[config.mk]
export PLATFORM = sky130hd
export DESIGN_NAME = idws_div
export DESIGN_NICKNAME = d
export VERILOG_FILES = /design/src/design/idws_pkg.sv /design/src/design/idws_div.sv
export SDC_FILE = /design/constraint.sdc
export NUM_CORES = 1
export LEC_CHECK = 0
export BUFFER_PORTS_ARGS = -buffer_cell sky130_fd_sc_hd__buf_2
export CAP_MARGIN = 15
export CORE_MARGIN = 1.5
export CORE_UTILIZATION = 60
export CTS_CLUSTER_DIAMETER = 40
export DETAILED_ROUTE_END_ITERATION = 16
export GPL_ROUTABILITY_DRIVEN = 0
export GPL_TIMING_DRIVEN = 0
export PLACE_DENSITY = 0.94
export SYNTH_ARGS = -nofsm -noshare
export SYNTH_HDL_FRONTEND = slang
export SYNTH_SLANG_ARGS = --single-unit
[constraint.sdc]
create_clock -name clk -period 6.3 [get_ports clk]
set_input_delay 1.575 -clock clk [delete_from_list [all_inputs] [get_ports clk]]
set_output_delay 1.575 -clock clk [all_outputs]
set_load 0.02 [all_outputs]
[src/design/idws_pkg.sv]
// Shared types, constants and fixed-point helpers for the inertial drag tracker.
package idws_pkg;

    // Request codes carried in req_type.
    typedef enum logic [1:0] {
        REQ_TICK    = 2'd0,
        REQ_MOVE    = 2'd1,
        REQ_RELEASE = 2'd2,
        REQ_NONE    = 2'd3
    } req_kind_t;

    // Configuration register indexes.
    localparam logic [2:0] CFG_FRICTION    = 3'd0;
    localparam logic [2:0] CFG_INPUT_ACCEL = 3'd1;
    localparam logic [2:0] CFG_SNAP_ACCEL  = 3'd2;
    localparam logic [2:0] CFG_SPACING_X   = 3'd3;
    localparam logic [2:0] CFG_SPACING_Y   = 3'd4;

    localparam logic [15:0] FRICTION_RESET    = 16'd6554;
    localparam logic [15:0] INPUT_ACCEL_RESET = 16'd13107;
    localparam logic [15:0] SNAP_ACCEL_RESET  = 16'd328;

    localparam logic [16:0] ONE_Q16 = 17'd65536;
    localparam logic signed [31:0] SNAP_SPEED_LIMIT = 32'sd6554;
    localparam logic signed [67:0] STEP_LIMIT = 68'sd1099511627776;

    // Sequencer states.
    typedef enum logic [4:0] {
        ST_IDLE,
        ST_DISPATCH,
        ST_T_MUL,
        ST_T_POS,
        ST_T_MODST,
        ST_T_DIV,
        ST_T_PULL,
        ST_T_SNAP,
        ST_F1,
        ST_F1W,
        ST_F2,
        ST_F2W,
        ST_M_START,
        ST_M_DIV,
        ST_M_B1,
        ST_M_B2,
        ST_M_B3,
        ST_DONE
    } state_t;

    // Divider request and response.
    typedef struct packed {
        logic        start;
        logic [32:0] dividend;
        logic [31:0] divisor;
    } div_req_t;

    typedef struct packed {
        logic        done;
        logic [32:0] quot;
        logic [31:0] rem;
    } div_rsp_t;

    // Saturate a wide signed value to signed 32 bit.
    function automatic logic signed [31:0] sat32(input logic signed [67:0] v);
        logic signed [31:0] r;
        if (v > 68'sd2147483647) r = 32'sh7FFFFFFF;
        else if (v < -68'sd2147483648) r = 32'sh80000000;
        else r = v[31:0];
        return r;
    endfunction

    // Divide by 2^16 with truncation toward zero.
    function automatic logic signed [51:0] trunc16(input logic signed [67:0] v);
        logic signed [67:0] b;
        b = v + (v[67] ? 68'sd65535 : 68'sd0);
        return 52'(b >>> 16);
    endfunction

endpackage

[src/design/idws_div.sv]
// Restoring radix-2 unsigned divider, one quotient bit per cycle.
module idws_div
    import idws_pkg::*;
(
    input  logic     clk,
    input  logic     rst_n,
    input  div_req_t req,
    output div_rsp_t rsp
);

    logic [5:0]  cnt_reg, cnt_next;
    logic        busy_reg, busy_next;
    logic        done_reg, done_next;
    logic [32:0] rem_reg, rem_next;
    logic [32:0] quo_reg, quo_next;
    logic [31:0] dvs_reg, dvs_next;
    logic [32:0] rem_sh;

    // One shift-subtract step per cycle.
    always_comb
    begin
        cnt_next  = cnt_reg;
        busy_next = busy_reg;
        done_next = 1'b0;
        rem_next  = rem_reg;
        quo_next  = quo_reg;
        dvs_next  = dvs_reg;
        rem_sh    = {rem_reg[31:0], quo_reg[32]};
        if (req.start)
        begin
            busy_next = 1'b1;
            cnt_next  = 6'd33;
            rem_next  = 33'd0;
            quo_next  = req.dividend;
            dvs_next  = req.divisor;
        end
        else if (busy_reg)
        begin
            if (rem_sh >= {1'b0, dvs_reg})
            begin
                rem_next = rem_sh - {1'b0, dvs_reg};
                quo_next = {quo_reg[31:0], 1'b1};
            end
            else
            begin
                rem_next = rem_sh;
                quo_next = {quo_reg[31:0], 1'b0};
            end
            cnt_next = cnt_reg - 6'd1;
            if (cnt_reg == 6'd1)
            begin
                busy_next = 1'b0;
                done_next = 1'b1;
            end
        end
    end

    always_ff @(posedge clk or negedge rst_n)
    begin
        if (!rst_n)
        begin
            cnt_reg  <= '0;
            busy_reg <= 1'b0;
            done_reg <= 1'b0;
        end
        else
        begin
            cnt_reg  <= cnt_next;
            busy_reg <= busy_next;
            done_reg <= done_next;
        end
    end

    always_ff @(posedge clk)
    begin
        rem_reg <= rem_next;
        quo_reg <= quo_next;
        dvs_reg <= dvs_next;
    end

    assign rsp.done = done_reg;
    assign rsp.quot = quo_reg;
    assign rsp.rem  = rem_reg[31:0];

endmodule

### Word-level counts from Yosys, hierarchy flattened

Index checks and enable logic that the tools add are counted.
Widths: inputs -> output; s select.

| cells by class | value |
|---|---|
| reductions and logical operators | 1 |
| bitwise gates (word level) | 0 |
| equality and inequality tests | 1 |
| muxes and demuxes | 12 |
| divide/modulo/power cells | 0 |
| multipliers | 0 |
| magnitude comparators | 1 |
| shift-type cells | 0 |
| add/subtract/negate cells | 2 |

Operator list:

| kind | number |
|---|---|
| $mux 33 | 2 |
| $ge 33x32->1 | 1 |
| $mux 32 | 1 |
| $sub 32x32->32 | 1 |
| $mux 6 | 2 |
| $mux 1 | 7 |
| $eq 6x1->1 const B | 1 |
| $sub 6x1->6 const B | 1 |
| $reduce_bool 2->1 | 1 |

| word-level totals | value |
|---|---|
| bits in latches | 0 |
| logic and storage cells | 23 |
| bits in writable memories | 0 |
| flip-flop bits (word level) | 105 |
| input port bits | 68 |
| memories kept | 0 |
| bits in read-only memories | 0 |

### Logic depth before layout (Yosys ltp)

| depth | value |
|---|---|
| depth in word-level cells | 4 |
| depth in mapped cells | 12 |
| gate-level depth less buffers | 11 |

### Worst setup path after synthesis

OpenSTA, ideal clock, no wires.

| timing | value |
|---|---|
| kind | input -> register |
| start point | input req[65] (netlist name) |
| end point | register quo_reg[0] (enable) |
| stages on the path | 4 |
| arrival time | 2.786 ns |
| setup slack | 3.126 ns |
| setup time | 0.388 ns |
| cells stage by stage | clkbuf_1 -> nor2_1 -> clkbuf_1 -> inv_1 |

| on the way | value |
|---|---|
| word-level cells in the longest chain between the ends | 1 |

Ends and longest elaborated chain:

| element | RTL line | source |
|---|---|---|
| start: declaration | idws_div.sv:7 | `input div_req_t req,` |
| $reduce_bool 2->1 (no source line) | -- |  |
| end signal: assignment | idws_div.sv:77 | `quo_reg <= quo_next;` |
| end: declaration | idws_div.sv:15 | `logic [32:0] quo_reg, quo_next;` |

No other way between the ends.
A chain may end at the register's enable or synchronous reset.

### Worst setup path in the final report

| timing | value |
|---|---|
| start point | input req[65] (netlist name) |
| end point | register quo_reg[30] (enable) |

Same word-level chain as after synthesis.

==> impl_results.md <==
- Run status: completed
- Mean post-synth cell area: 9.93 um2
- Reg-to-reg setup timing slack: 3250 ps
- Max-slew violations: 0
- Final net count: 902
- Worst rel slew slack: 44.3%
- Number of cell rows: 37
- TritonCTS clock tree: done
- Number of hold buffers added after cts: 0
- Clock-pin transition on the worst setup and hold timing paths: 100 ps
- Post CTS Setup Buffer Count: 0
- Lkg Pwr: 0.00331 uW
- First-pass GRT wire length: 28500 um
- Via count of the first global-routing pass: 5830
- Starting utilization of the core area: 62.3%
- Boundary pin count: 134
- Total power density per cell area: 426 nW/um2
- Antenna Violating Nets Remaining: 0
- Final critical path time including I/O delays and setup: 3970 ps
- Root buffer cell: sky130_fd_sc_hd__clkbuf_8
- Flip-flop count of the largest register after layout: 33
- Layout Area Growth over Synthesis: 16.3%
- Number of cells on the worst hold path: 2
- Met3 demand-to-capacity share in global routing: 10.6%
- Main flop type after synthesis: sky130_fd_sc_hd__edfxtp_1
- Number of design rule violations left after detail routing: 0
- Unrepaired setup endpoints after global routing: no
- Sequential fraction of the synthesis area: 43.0%
- Portion of the clock cycle consumed by the worst path in the final layout: 63.1%
- Vertical extent of the die: 107 um
- Worst EP arrival: 4090 ps
- WL/cell: 19.0 um
- Core footprint: 10400 um2
- Final Routed Wirelength: 17900 um
- Total negative slack for setup checks: 0 ps
- Clock sink count: 105
- Inserted Clock Buffers: 9
- Slew of the pin with the lowest slew margin: 836 ps
- Mapped Cells: 654
- Synth Net Count: 757
- Peak fanout along the critical path: 36
- Number of warnings printed during yosys synthesis: 0
- CTS HTree Levels: 3
- Number of distinct standard cells referenced by the synthesized netlist: 77
- Count of endpoints failing hold in the final timing report: 0
- Port Buffers: 133
- Synthesized flop and latch total: 105
- Total global routing track utilization: 32.1%
- Place WS: 1660 ps
- Launch point of the critical path: req[65]
- Sum of overflow across all layers after global routing: 0
- Fraction of layout instances using a drive strength above 1: 29.0%
- Least setup slack across all paths after layout: 2330 ps
- Worst hold slack after final layout: 518 ps
- Largest vdd supply drop: 0.266 mV
- Clock latency on the worst-skew pair: 400 ps
- Maximum clock frequency: 252 MHz
- Area of the die: 11500 um2
- Number of maximum-capacitance violations: 0
- Via density: 6.33
- Post-CTS sizing: 0
- Peak-usage layer in the global routing report: met2
- Startpoint type of the worst setup path: input port
- Number of flops mapped to enable cells by yosys: 65
- Largest net degree at the start of global routing: 37
- Antenna cell count: 0
- Initial antenna violation count: 0
- Synthesized area: 6490 um2
- Non-Filler Instances: 940
- Reg-to-Reg Start: rem_reg[15]$_SDFFE_PP0P_
- Total iterations of the first detailed-routing run: 8
- Cell count after placement: 923
- Worst reg2reg path depth: 10
- Share of synthesized registers carrying an async set or reset: 7.62%
- Nature of the critical path endpoint: flop
- Post-detail-place hpwl: 13000 um
- Met2 GRT Util: 54.0%
- Maximum clock path buffer count: 2
- Worst-case clock skew: 17.0 ps
- Worst hold path class: reg2reg
- Horiz. Die Dim: 107 um
- Initial drt markers: 745
- Number of vias in the routed layout: 5954
- End of the worst register-to-register path: quo_reg[0]$_DFFE_PP_
- Class of the most critical setup path: in2reg
- Critical path data required time: 6420 ps
- Final setup viols: 0
- Total Power: 3220 uW
- Global-route track usage on met1: 37.5%
- Capture point of the critical path: quo_reg[30]$_DFFE_PP_
-- worst min path at each step --
stage | from | end | slack (ps)
2_1_floorplan | cnt_reg[5]$_DFFE_PN0P_ | cnt_reg[5]$_DFFE_PN0P_ | 480
3_3_place_gp | rem_reg[22]$_SDFFE_PP0P_ | rem_reg[22]$_SDFFE_PP0P_ | 480
3_5_place_dp | rem_reg[22]$_SDFFE_PP0P_ | rem_reg[22]$_SDFFE_PP0P_ | 500
4_1_cts | rem_reg[22]$_SDFFE_PP0P_ | rem_reg[22]$_SDFFE_PP0P_ | 520
5_1_grt | rem_reg[22]$_SDFFE_PP0P_ | rem_reg[22]$_SDFFE_PP0P_ | 550
6_report | rem_reg[22]$_SDFFE_PP0P_ | rem_reg[22]$_SDFFE_PP0P_ | 520
-- critical path, stage by stage --
cell	delay (ps)
sky130_fd_sc_hd__buf_2	630
sky130_fd_sc_hd__clkbuf_1	500
sky130_fd_sc_hd__nor2_1	200
sky130_fd_sc_hd__clkbuf_1	320
sky130_fd_sc_hd__inv_1	570
sky130_fd_sc_hd__buf_8	260
-- final cells by class --
cell class,count,area (um2)
tap,136,170
fill,763,2870
inverter,44,165
sequential,105,2790
timing repair buffer,134,681
clock buffer,10,138
multi-input combinational,464,3320
clock inverter,6,71.3
buffer,41,216
-- placed cells by master, fill, tap and decap left out, types with 4 or more instances in the layout --
cell / n
sky130_fd_sc_hd__nor2_1: 56
sky130_fd_sc_hd__a21o_1: 12
sky130_fd_sc_hd__nand2b_1: 5
sky130_fd_sc_hd__a21oi_1: 31
sky130_fd_sc_hd__nand2_1: 42
sky130_fd_sc_hd__xnor2_1: 18
sky130_fd_sc_hd__nand3_1: 31
sky130_fd_sc_hd__a41oi_1: 4
sky130_fd_sc_hd__o21bai_1: 6
sky130_fd_sc_hd__or2_2: 4
sky130_fd_sc_hd__buf_2: 144
sky130_fd_sc_hd__o22ai_1: 5
sky130_fd_sc_hd__a21boi_0: 4
sky130_fd_sc_hd__o21ai_0: 21
sky130_fd_sc_hd__clkbuf_8: 10
sky130_fd_sc_hd__nor3_1: 10
sky130_fd_sc_hd__clkbuf_1: 21
sky130_fd_sc_hd__a211oi_1: 6
sky130_fd_sc_hd__mux2_2: 33
sky130_fd_sc_hd__inv_1: 44
sky130_fd_sc_hd__nor4_1: 4
sky130_fd_sc_hd__edfxtp_1: 65
sky130_fd_sc_hd__o21ai_1: 18
sky130_fd_sc_hd__nand4_1: 12
sky130_fd_sc_hd__ha_1: 34
sky130_fd_sc_hd__a311oi_1: 15
sky130_fd_sc_hd__dfxtp_1: 32
sky130_fd_sc_hd__and3_1: 4
sky130_fd_sc_hd__dfrtp_1: 8
sky130_fd_sc_hd__xor2_1: 11
sky130_fd_sc_hd__nor2b_1: 4
sky130_fd_sc_hd__a311oi_2: 6
sky130_fd_sc_hd__o21a_1: 5
sky130_fd_sc_hd__buf_6: 5
-- kinds of logic (layout without fill, tap and decap cells) --
group	after synthesis	count (layout)	synth area share (%)
adder cells (fa/ha/maj)	35	35	6.86
flip-flops	105	105	43.0
buffers and inverters	85	235	5.88
XOR/XNOR	29	29	3.91
AND/OR/NAND/NOR	191	191	14.4
AO/OA/AOI/OAI	173	173	19.7
multiplexers	36	36	6.19
-- where the power goes --
group	internal, uW	total (uW)	switching (uW)
Clock	200	446	247
Combinational	651	1720	1070
Sequential	914	1050	140
Total	1760	3220	1450
-- per-stage QoR --
| step | util (%) | area (um2) |
|---|---|---|
| after CTS | 72.3 | 7540 |
| final | 72.5 | 7550 |
| after floorplan | - | 6490 |
| after global routing | 72.5 | 7550 |
| after detailed placement | 70.3 | 7330 |
| after global placement | 70.3 | 7330 |
-- synth_stat cells (all sizes together), types with 8 or more instances --
library cell,number,area share [%]
edfxtp,65,30
nor2,56,3.2
inv,44,2.5
nand2,43,2.5
o21ai,42,3.5
a21oi,34,2.8
ha,34,6.6
mux2,33,5.7
dfxtp,32,9.9
nand3,31,2.4
a311oi,21,3.4
clkbuf,21,1.2
buf,20,2.1
xnor2,18,2.4
nand4,13,1.3
a21o,12,1.4
nor3,11,0.93
xor2,11,1.5
dfrtp,8,3.1
-- metal layers --
layer  up-vias  part of all wire (%)
met4         0                   3.9
met5         -                     0
met3        86                    11
met2       409                    47
li1       2704                     -
met1      2755                    38
Note: power is estimated with default switching activity, not from simulation.
